===== src/rtl/core/shortest_path_distance_matrix_top_defines.svh =====
// Assertion helpers used by the top-level RTL.
`ifndef SHORTEST_PATH_DISTANCE_MATRIX_TOP_DEFINES_SVH
`define SHORTEST_PATH_DISTANCE_MATRIX_TOP_DEFINES_SVH

// Same-cycle implication, disabled while reset is asserted.
`define SPD_ASSERT_NOW(lbl, ck, rn, ante, cons, msg) \
	lbl: assert property (@(posedge ck) disable iff (!rn) (ante) |-> (cons)) else $error(msg);

// Next-cycle implication, disabled while reset is asserted.
`define SPD_ASSERT_NEXT(lbl, ck, rn, ante, cons, msg) \
	lbl: assert property (@(posedge ck) disable iff (!rn) (ante) |=> (cons)) else $error(msg);

`endif


===== src/rtl/core/spd_pkg.sv =====
package spd_pkg;

	localparam int MAX_NODES   = 1024;
	localparam int MAX_EDGES   = 4096;
	localparam int MAX_TARGETS = 64;
	localparam int HEAP_DEPTH  = MAX_EDGES + 1;

	localparam int NODE_W   = 10;
	localparam int DIST_W   = 48;
	localparam int COST_W   = 32;
	localparam int SLOT_W   = 13;
	localparam int FUNC_W   = 2;
	localparam int KEY_W    = DIST_W + NODE_W;
	localparam int NCNT_W   = 11;
	localparam int TCNT_W   = 7;
	localparam int CIDX_W   = 2;
	localparam int CDATA_W  = 11;
	localparam int OFFA_W   = $clog2(MAX_NODES + 1);
	localparam int EDGA_W   = $clog2(MAX_EDGES);
	localparam int TGTA_W   = $clog2(MAX_TARGETS);
	localparam int HEAPA_W  = $clog2(HEAP_DEPTH);
	localparam int EDGE_MW  = NODE_W + 2 * COST_W;
	localparam int NODE_MW  = 1 + 2 * DIST_W;

	localparam logic [DIST_W-1:0] DIST_MAX = '1;

	localparam logic [FUNC_W-1:0] FUNC_LOAD_OFFSET = 2'd0;
	localparam logic [FUNC_W-1:0] FUNC_LOAD_EDGE   = 2'd1;
	localparam logic [FUNC_W-1:0] FUNC_LOAD_TARGET = 2'd2;
	localparam logic [FUNC_W-1:0] FUNC_QUERY       = 2'd3;

	localparam logic [CIDX_W-1:0] CFG_NODE_COUNT   = 2'd0;
	localparam logic [CIDX_W-1:0] CFG_TARGET_COUNT = 2'd1;
	localparam logic [CIDX_W-1:0] CFG_USE_SECOND   = 2'd2;

	// Keys are {distance, node}: one unsigned compare orders by distance, then node.
	typedef logic [KEY_W-1:0] key_t;

	typedef struct packed {
		key_t a;
		key_t b;
	} alu_req_t;

	typedef struct packed {
		logic [DIST_W-1:0] sum;
		logic              less;
	} alu_rsp_t;

endpackage


===== src/rtl/core/spd_alu.sv =====
module spd_alu (
	input  spd_pkg::alu_req_t req,
	output spd_pkg::alu_rsp_t rsp
);
	import spd_pkg::*;

	logic [DIST_W:0] sum_w;

	// Add the distance parts, clamp on carry out.
	assign sum_w    = {1'b0, req.a[KEY_W-1:NODE_W]} + {1'b0, req.b[KEY_W-1:NODE_W]};
	assign rsp.sum  = sum_w[DIST_W] ? DIST_MAX : sum_w[DIST_W-1:0];
	assign rsp.less = (req.a < req.b);

endmodule


===== config.mk =====
export PLATFORM = sky130hd
export DESIGN_NAME = spd_alu
export DESIGN_NICKNAME = d
export VERILOG_FILES = /design/src/rtl/core/shortest_path_distance_matrix_top_defines.svh /design/src/rtl/core/spd_pkg.sv /design/src/rtl/core/spd_alu.sv
export SDC_FILE = /design/constraint.sdc
export NUM_CORES = 1
export LEC_CHECK = 0
export ABC_AREA = 1
export BUFFER_PORTS_ARGS = -buffer_cell sky130_fd_sc_hd__buf_2
export CORE_MARGIN = 3
export CORE_UTILIZATION = 50
export DETAILED_ROUTE_END_ITERATION = 16
export PLACE_DENSITY_LB_ADDON = 0.2
export SYNTH_ARGS = -nofsm -noshare
export SYNTH_HDL_FRONTEND = slang
export SYNTH_SLANG_ARGS = --single-unit
export TNS_END_PERCENT = 100

===== constraint.sdc =====
create_clock -name vclk -period 2.5
set_input_delay 0.5 -clock vclk [all_inputs]
set_output_delay 0.5 -clock vclk [all_outputs]
set_load 0.02 [all_outputs]

==> results.toml, run 1 <==
[global_routing]
grt_max_degree = 17
grt-ovfl-total = 1518
grtUsageTotal = 1.01

[yosys]
synthAdderAreaFrac = 0.232
yosysUniqueCellTypes = 25
yosys.area_share.simple = 0.433
synth_xor_area_frac = 0.0395
synth_area_um2 = 5760
syn_inst = 1152
synth_top_family_by_area = "simple AND/OR/NAND/NOR gates"
yosysMostFrequentCell = "nand2_1"
synthTopCellsByCount = "nand2_1, inv_1, ha_1"
synth_top_cell_by_area = "nand2_1"
ys_seq_area_frac = 0
synth_top_area_share = 0.260
yosys_warnings = 0
synth_nets = 1374
avgSynthCellArea_um2 = 5.00
synth_compound_area_frac = 0.0954
synthTopCellsByArea = "nand2_1, ha_1, inv_1"
synthMuxAreaShare = 0

[floorplanning]
rows = 38
start_util = 0.522
die_y_um = 113
pin_count = 165
fp.dieW_um = 113

[timing]
worstEndpointGrtRepair = "rsp[43]"
worst_endpoint_kind = "top-level output"

[place]
dpl_cell_area_um2 = 8560
io_buffers = 165
dp.cells = 1660
gp_congestion = 0.999
hpwlAfterDp_um = 18700

[status]
lastStage = "global routing"
status = "stopped before the end"
first-error = "[ERROR GRT-0232] Routing congestion too high. Check the congestion heatmap in the GUI."

[clocking]
postCtsHoldBufs = 0
cell families after synthesis:
group                      after synthesis
adders and majority gates              106
xor gates and xnor gates                26
buffers and inverters                  301
and+or+nand+nor                        615
AOI/OAI and AO/OA                      104
per-layer routing:
layer	track usage	GRT overflow
met1	0.850	8
met2	1.46	1223
met3	0.675	7
met4	1.16	280
met5	0.176	0
stage by stage:
stage / utilization / setup TNS (ns) / worst slack, ns
floorplan: - / 0 / 0.00156
detailed placement: 0.776 / -20.30 / -0.499
CTS: 0.896 / -13.46 / -0.323
global placement: 0.776 / -18.58 / -0.454
repair_timing:
item                                   in CTS
setup endpoints to repair                  49
endpoints found under the hold margin       0
resized for setup                         225
buffers inserted                           20
pin swaps                                  53
cloned                                      3
==> inputs of run 2 (changes only) <==
CORE_UTILIZATION = 35   (was 50)
PLACE_DENSITY_LB_ADDON = 0.15   (was 0.2)
clock period = 3.25 ns   (was 2.5 ns; I/O delays follow)
==> run 2 against run 1 <==
Compared with the run above: the flow now finishes without violations; area after synthesis did not move; synthesized cell count did not move.
==> results.toml, run 2 <==
[global_routing]
grt_pass1_wl_um = 32600
grt_pass1_vias = 6977
grt-ovfl-total = 0
grtUsageTotal = 0.218
grt_max_degree = 14
antenna_found_initial = 0

[yosys]
synthTopCellsByCount = "nand2_1, inv_1, ha_1"
synth_area_um2 = 5760
syn_inst = 1152
synth_nets = 1374
synthTopCellsByArea = "nand2_1, ha_1, inv_1"
synth_top_area_share = 0.260
ys_seq_area_frac = 0
avgSynthCellArea_um2 = 5.00
synth_top_cell_by_area = "nand2_1"
yosysMostFrequentCell = "nand2_1"
yosysUniqueCellTypes = 25
yosys_warnings = 0

[timing]
grt_setup_unrepaired = "yes"
tightest_slew_ns = 0.412
finalSetupViolations = 0
slew_violations = 0
fin_crit_ns = 3.17
maxSlewHeadroom = 0.723
hold_violations = 0
max_clock_freq_mhz = 315
layout_worst_path_cycle_share = 0.976

[final_layout]
postLayoutCellArea_um2 = 8470
seq_cell_count = 0
antenna-diode-count = 0
final_common_cell = "nand2_1"
syn2layout_area_growth_pct = 47.0
clockBufferCount = 0
final-seq-area_um2 = 0
final_net_count = 1648
layout-drive-gt1-share = 0.305
final_cell_mix = "nand2_1, inv_1, buf_2"

[drt]
wirelength_um = 21000
vias_per_cell = 4.52
drtAntennaViolNets = 0
drt_iter0_markers = 402
drcViolationCount = 0
dr.pass1.iters = 6
vias = 7408
wl_per_cell_um = 12.8

[floorplanning]
start_util = 0.360
pin_count = 165
fp.dieW_um = 134
die_y_um = 134
dieArea_um2 = 18000
coreArea_um2 = 16000
rows = 46

[clocking]
postCtsHoldBufs = 0

[power]
p_total_mw = 1.68
leakagePower_nw = 5.03
p_per_area_nw_per_um2 = 199
vdd_ir_drop_max_mv = 0.126

[place]
gp_congestion = 0.923
dpl_cell_area_um2 = 7670
io_buffers = 165
hpwlAfterDp_um = 18700

[hold_path]
hp-class = "input pin to output pin"

[run]
cap_violations = 0

[critical_path]
startpoint_type = "input pin"
worstPathMaxFanout = 13
path_class = "input pin to output pin"
end_kind = "output pin"
required_ns = 2.60
critPathArrivalTime_ns = 2.52

[status]
status = "finished clean"
==> run 2: cell counts after synthesis <==
Identical to the previous run, type by type.
==> run 2: final timing paths <==
path | to | cells after the start | startpoint | slack, ns
worst min-delay path | rsp[1] | 5 | req[10] | 1.80
worst max-delay path | rsp[45] | 15 | req[43] | 0.08
==> run 2: where the power goes <==
group	leakage (nW)	internal [mW]	switching, mW
Sequential	0	0	0
Clock	0	0	0
Combinational	5.03	0.691	0.991
==> run 2: timing repair <==
item | CTS | global route
endpoints found under the hold margin | 0 | 0
gates resized for setup | 25 | 157
pin swaps | 3 | 11
setup buffers | 1 | 3
cloned | 0 | 0
setup endpoints to repair | 23 | 49
==> run 2: kinds of logic after synthesis <==
logic type / Yosys count / share of synthesized area
AOI/OAI and AO/OA: 104 / 0.0954
xor gates and xnor gates: 26 / 0.0395
adders and majority gates: 106 / 0.232
buffers and inverters: 301 / 0.201
and+or+nand+nor: 615 / 0.433
==> run 2: stage by stage <==
stage | setup WS [ns] | std cells | hold WS (ns) | util | TNS (ns)
2_1_floorplan | 0.377 | 1152 | 1.55 | - | 0
3_3_place_gp | -0.0556 | 1636 | 1.80 | 0.479 | -0.256
3_5_place_dp | -0.0764 | 1636 | 1.80 | 0.479 | -0.273
4_1_cts | 0.000126 | 1637 | 1.80 | 0.486 | 0
5_1_grt | -0.0350 | 1640 | 1.85 | 0.529 | -0.165
6_report | 0.0785 | 1640 | 1.80 | 0.529 | 0
==> run 2: layout make-up <==
cell class	count	area [um2]
fillers	1787	7530
inverters	294	1100
repair buffers	279	1790
multi-input cells	851	5300
well taps	216	270
==> run 2: worst max-delay path, cell delays in order <==
cell	delay [ns]
buf_2	0.09
inv_1	0.04
ha_2	0.36
o21ai_1	0.14
nand2_1	0.09
nand2_1	0.07
nand2_1	0.06
nand2_1	0.07
a21oi_1	0.19
nand2_2	0.09
nor2_4	0.13
buf_12	0.14
buf_12	0.13
nand3_1	0.10
buf_4	0.17
==> run 2: metal layers <==
metal | wire, um | GRT usage | part of all wire | vias up
li1 | - | - | - | 4014
met1 | 10100 | 0.312 | 0.48 | 3207
met2 | 9790 | 0.384 | 0.47 | 181
met3 | 1030 | 0.00638 | 0.049 | 6
met4 | 97 | 0.00905 | 0.0046 | 0
met5 | 0 | 0 | 0 | -
(Power assumes the default switching activity.)
==> inputs of run 3 (changes only) <==
GPL_ROUTABILITY_DRIVEN = 0   (was default)
PLACE_DENSITY = 0.6   (was default)
PLACE_DENSITY_LB_ADDON = default   (was 0.15)
RECOVER_POWER = 100   (was default)
==> run 3 against run 2 <==
Compared with the run above: global-route usage rose by 0.42 points; critical path depth fell by 1; non-clock buffer count rose by 70; sequential share of layout area did not move; critical path type unchanged; count of clock-buffer cells in the layout did not move; critical endpoint is now rsp[21].
==> results.toml, run 3 (synthesis gave the netlist of run 2 again) <==
[status]
status = "finished clean"

[floorplanning]
rows = 46
fp.dieW_um = 134
pin_count = 165
dieArea_um2 = 18000
die_y_um = 134
start_util = 0.360
coreArea_um2 = 16000

[drt]
drcViolationCount = 0
vias = 7862
wirelength_um = 21700
drtAntennaViolNets = 0
wl_per_cell_um = 12.6
dr.pass1.iters = 6
vias_per_cell = 4.59
drt_iter0_markers = 471

[timing]
slew_violations = 0
maxSlewHeadroom = 0.697
tightest_slew_ns = 0.449
grt_setup_unrepaired = "yes"
finalSetupViolations = 0
layout_worst_path_cycle_share = 0.976
fin_crit_ns = 3.17
hold_violations = 0
max_clock_freq_mhz = 315

[critical_path]
path_class = "input pin to output pin"
startpoint_type = "input pin"
end_kind = "output pin"
required_ns = 2.60
critPathArrivalTime_ns = 2.52
worstPathMaxFanout = 4

[final_layout]
layout-drive-gt1-share = 0.341
postLayoutCellArea_um2 = 9060
final_common_cell = "nand2_1"
syn2layout_area_growth_pct = 57.2
antenna-diode-count = 0
seq_cell_count = 0
final-seq-area_um2 = 0
clockBufferCount = 0
final_net_count = 1721
final_cell_mix = "nand2_1, inv_1, buf_4"
instances_no_fill = 1713
fillCellCount = 1742

[hold_path]
hp-class = "input pin to output pin"
min_to = "rsp[2]"
min_path_cells = 5
hp-start = "req[69]"

[global_routing]
grt_pass1_vias = 7317
grt_pass1_wl_um = 33500
grtUsageTotal = 0.222
antenna_found_initial = 0
grt_max_degree = 13
grt-ovfl-total = 0

[place]
dp.cells = 1697
io_buffers = 165
hpwlAfterDp_um = 18000
dpl_cell_area_um2 = 8090

[power]
vdd_ir_drop_max_mv = 0.130
p_per_area_nw_per_um2 = 198
leakagePower_nw = 5.43

[clocking]
postCtsHoldBufs = 0

[run]
cap_violations = 0
## run 3: changes by cell type in the layout (fill, tap and decap cells not counted), sizes merged
cell | before | now
buf | 279 | 343
clkbuf | 0 | 6
nor2 | 113 | 116
## run 3: worst max-delay path by stage
stage                     startpoint  endpoint  slack, ns  cells after the start
after floorplan              req[36]   rsp[26]       0.38                     15
after global placement       req[10]   rsp[36]      -0.52                     12
after detailed placement     req[10]    rsp[3]      -0.56                     12
after CTS                    req[17]   rsp[31]      0.005                     14
after global routing         req[57]   rsp[35]      -0.03                     15
final                        req[10]   rsp[21]       0.08                     14
## run 3: routing by layer
metal,vias up,track usage,share of wire
li1,4157,-,-
met1,3431,0.308,0.45
met2,242,0.382,0.46
met3,32,0.0135,0.064
met4,0,0.0436,0.021
met5,-,0,0
## run 3: power by group
| group | switching (mW) | internal (mW) | total, mW |
|---|---|---|---|
| sequential | 0 | 0 | 0 |
| combinational | 1.03 | 0.764 | 1.80 |
| clock | 0 | 0 | 0 |
## run 3: layout make-up
class | count | area, um2 | area share
inverter | 294 | 1100 | 0.122
multi-input combinational | 854 | 5360 | 0.592
tap | 216 | 270 | 0.0298
timing repair buffer | 349 | 2320 | 0.256
## run 3: metrics by stage
stage	total power [mW]	utilization	hold slack, ns	setup slack [ns]	TNS (ns)
after floorplan	0.882	-	1.55	0.377	0
after global placement	1.53	0.506	1.79	-0.523	-22.44
after detailed placement	1.54	0.506	1.79	-0.558	-22.53
after CTS	1.62	0.522	1.79	0.00461	0
after global routing	1.97	0.566	1.84	-0.0302	-0.743
final	1.80	0.566	1.79	0.0765	0
## run 3: timing repair
action	4_1_cts	5_1_grt
resized for setup	43	147
buffers inserted	9	4
pin swaps	6	23
cloned	3	0
setup endpoints to repair	48	49
## run 3: worst max-delay path, stage by stage
cell     delay [ns]
buf_2          0.11
ha_2           0.19
fa_1           0.38
nand2_1        0.10
buf_4          0.11
a21oi_1        0.09
nand2_1        0.13
nand3_4        0.10
nand2_1        0.08
nand2_2        0.10
xor2_1         0.16
buf_4          0.13
nand2_1        0.06
buf_4          0.14
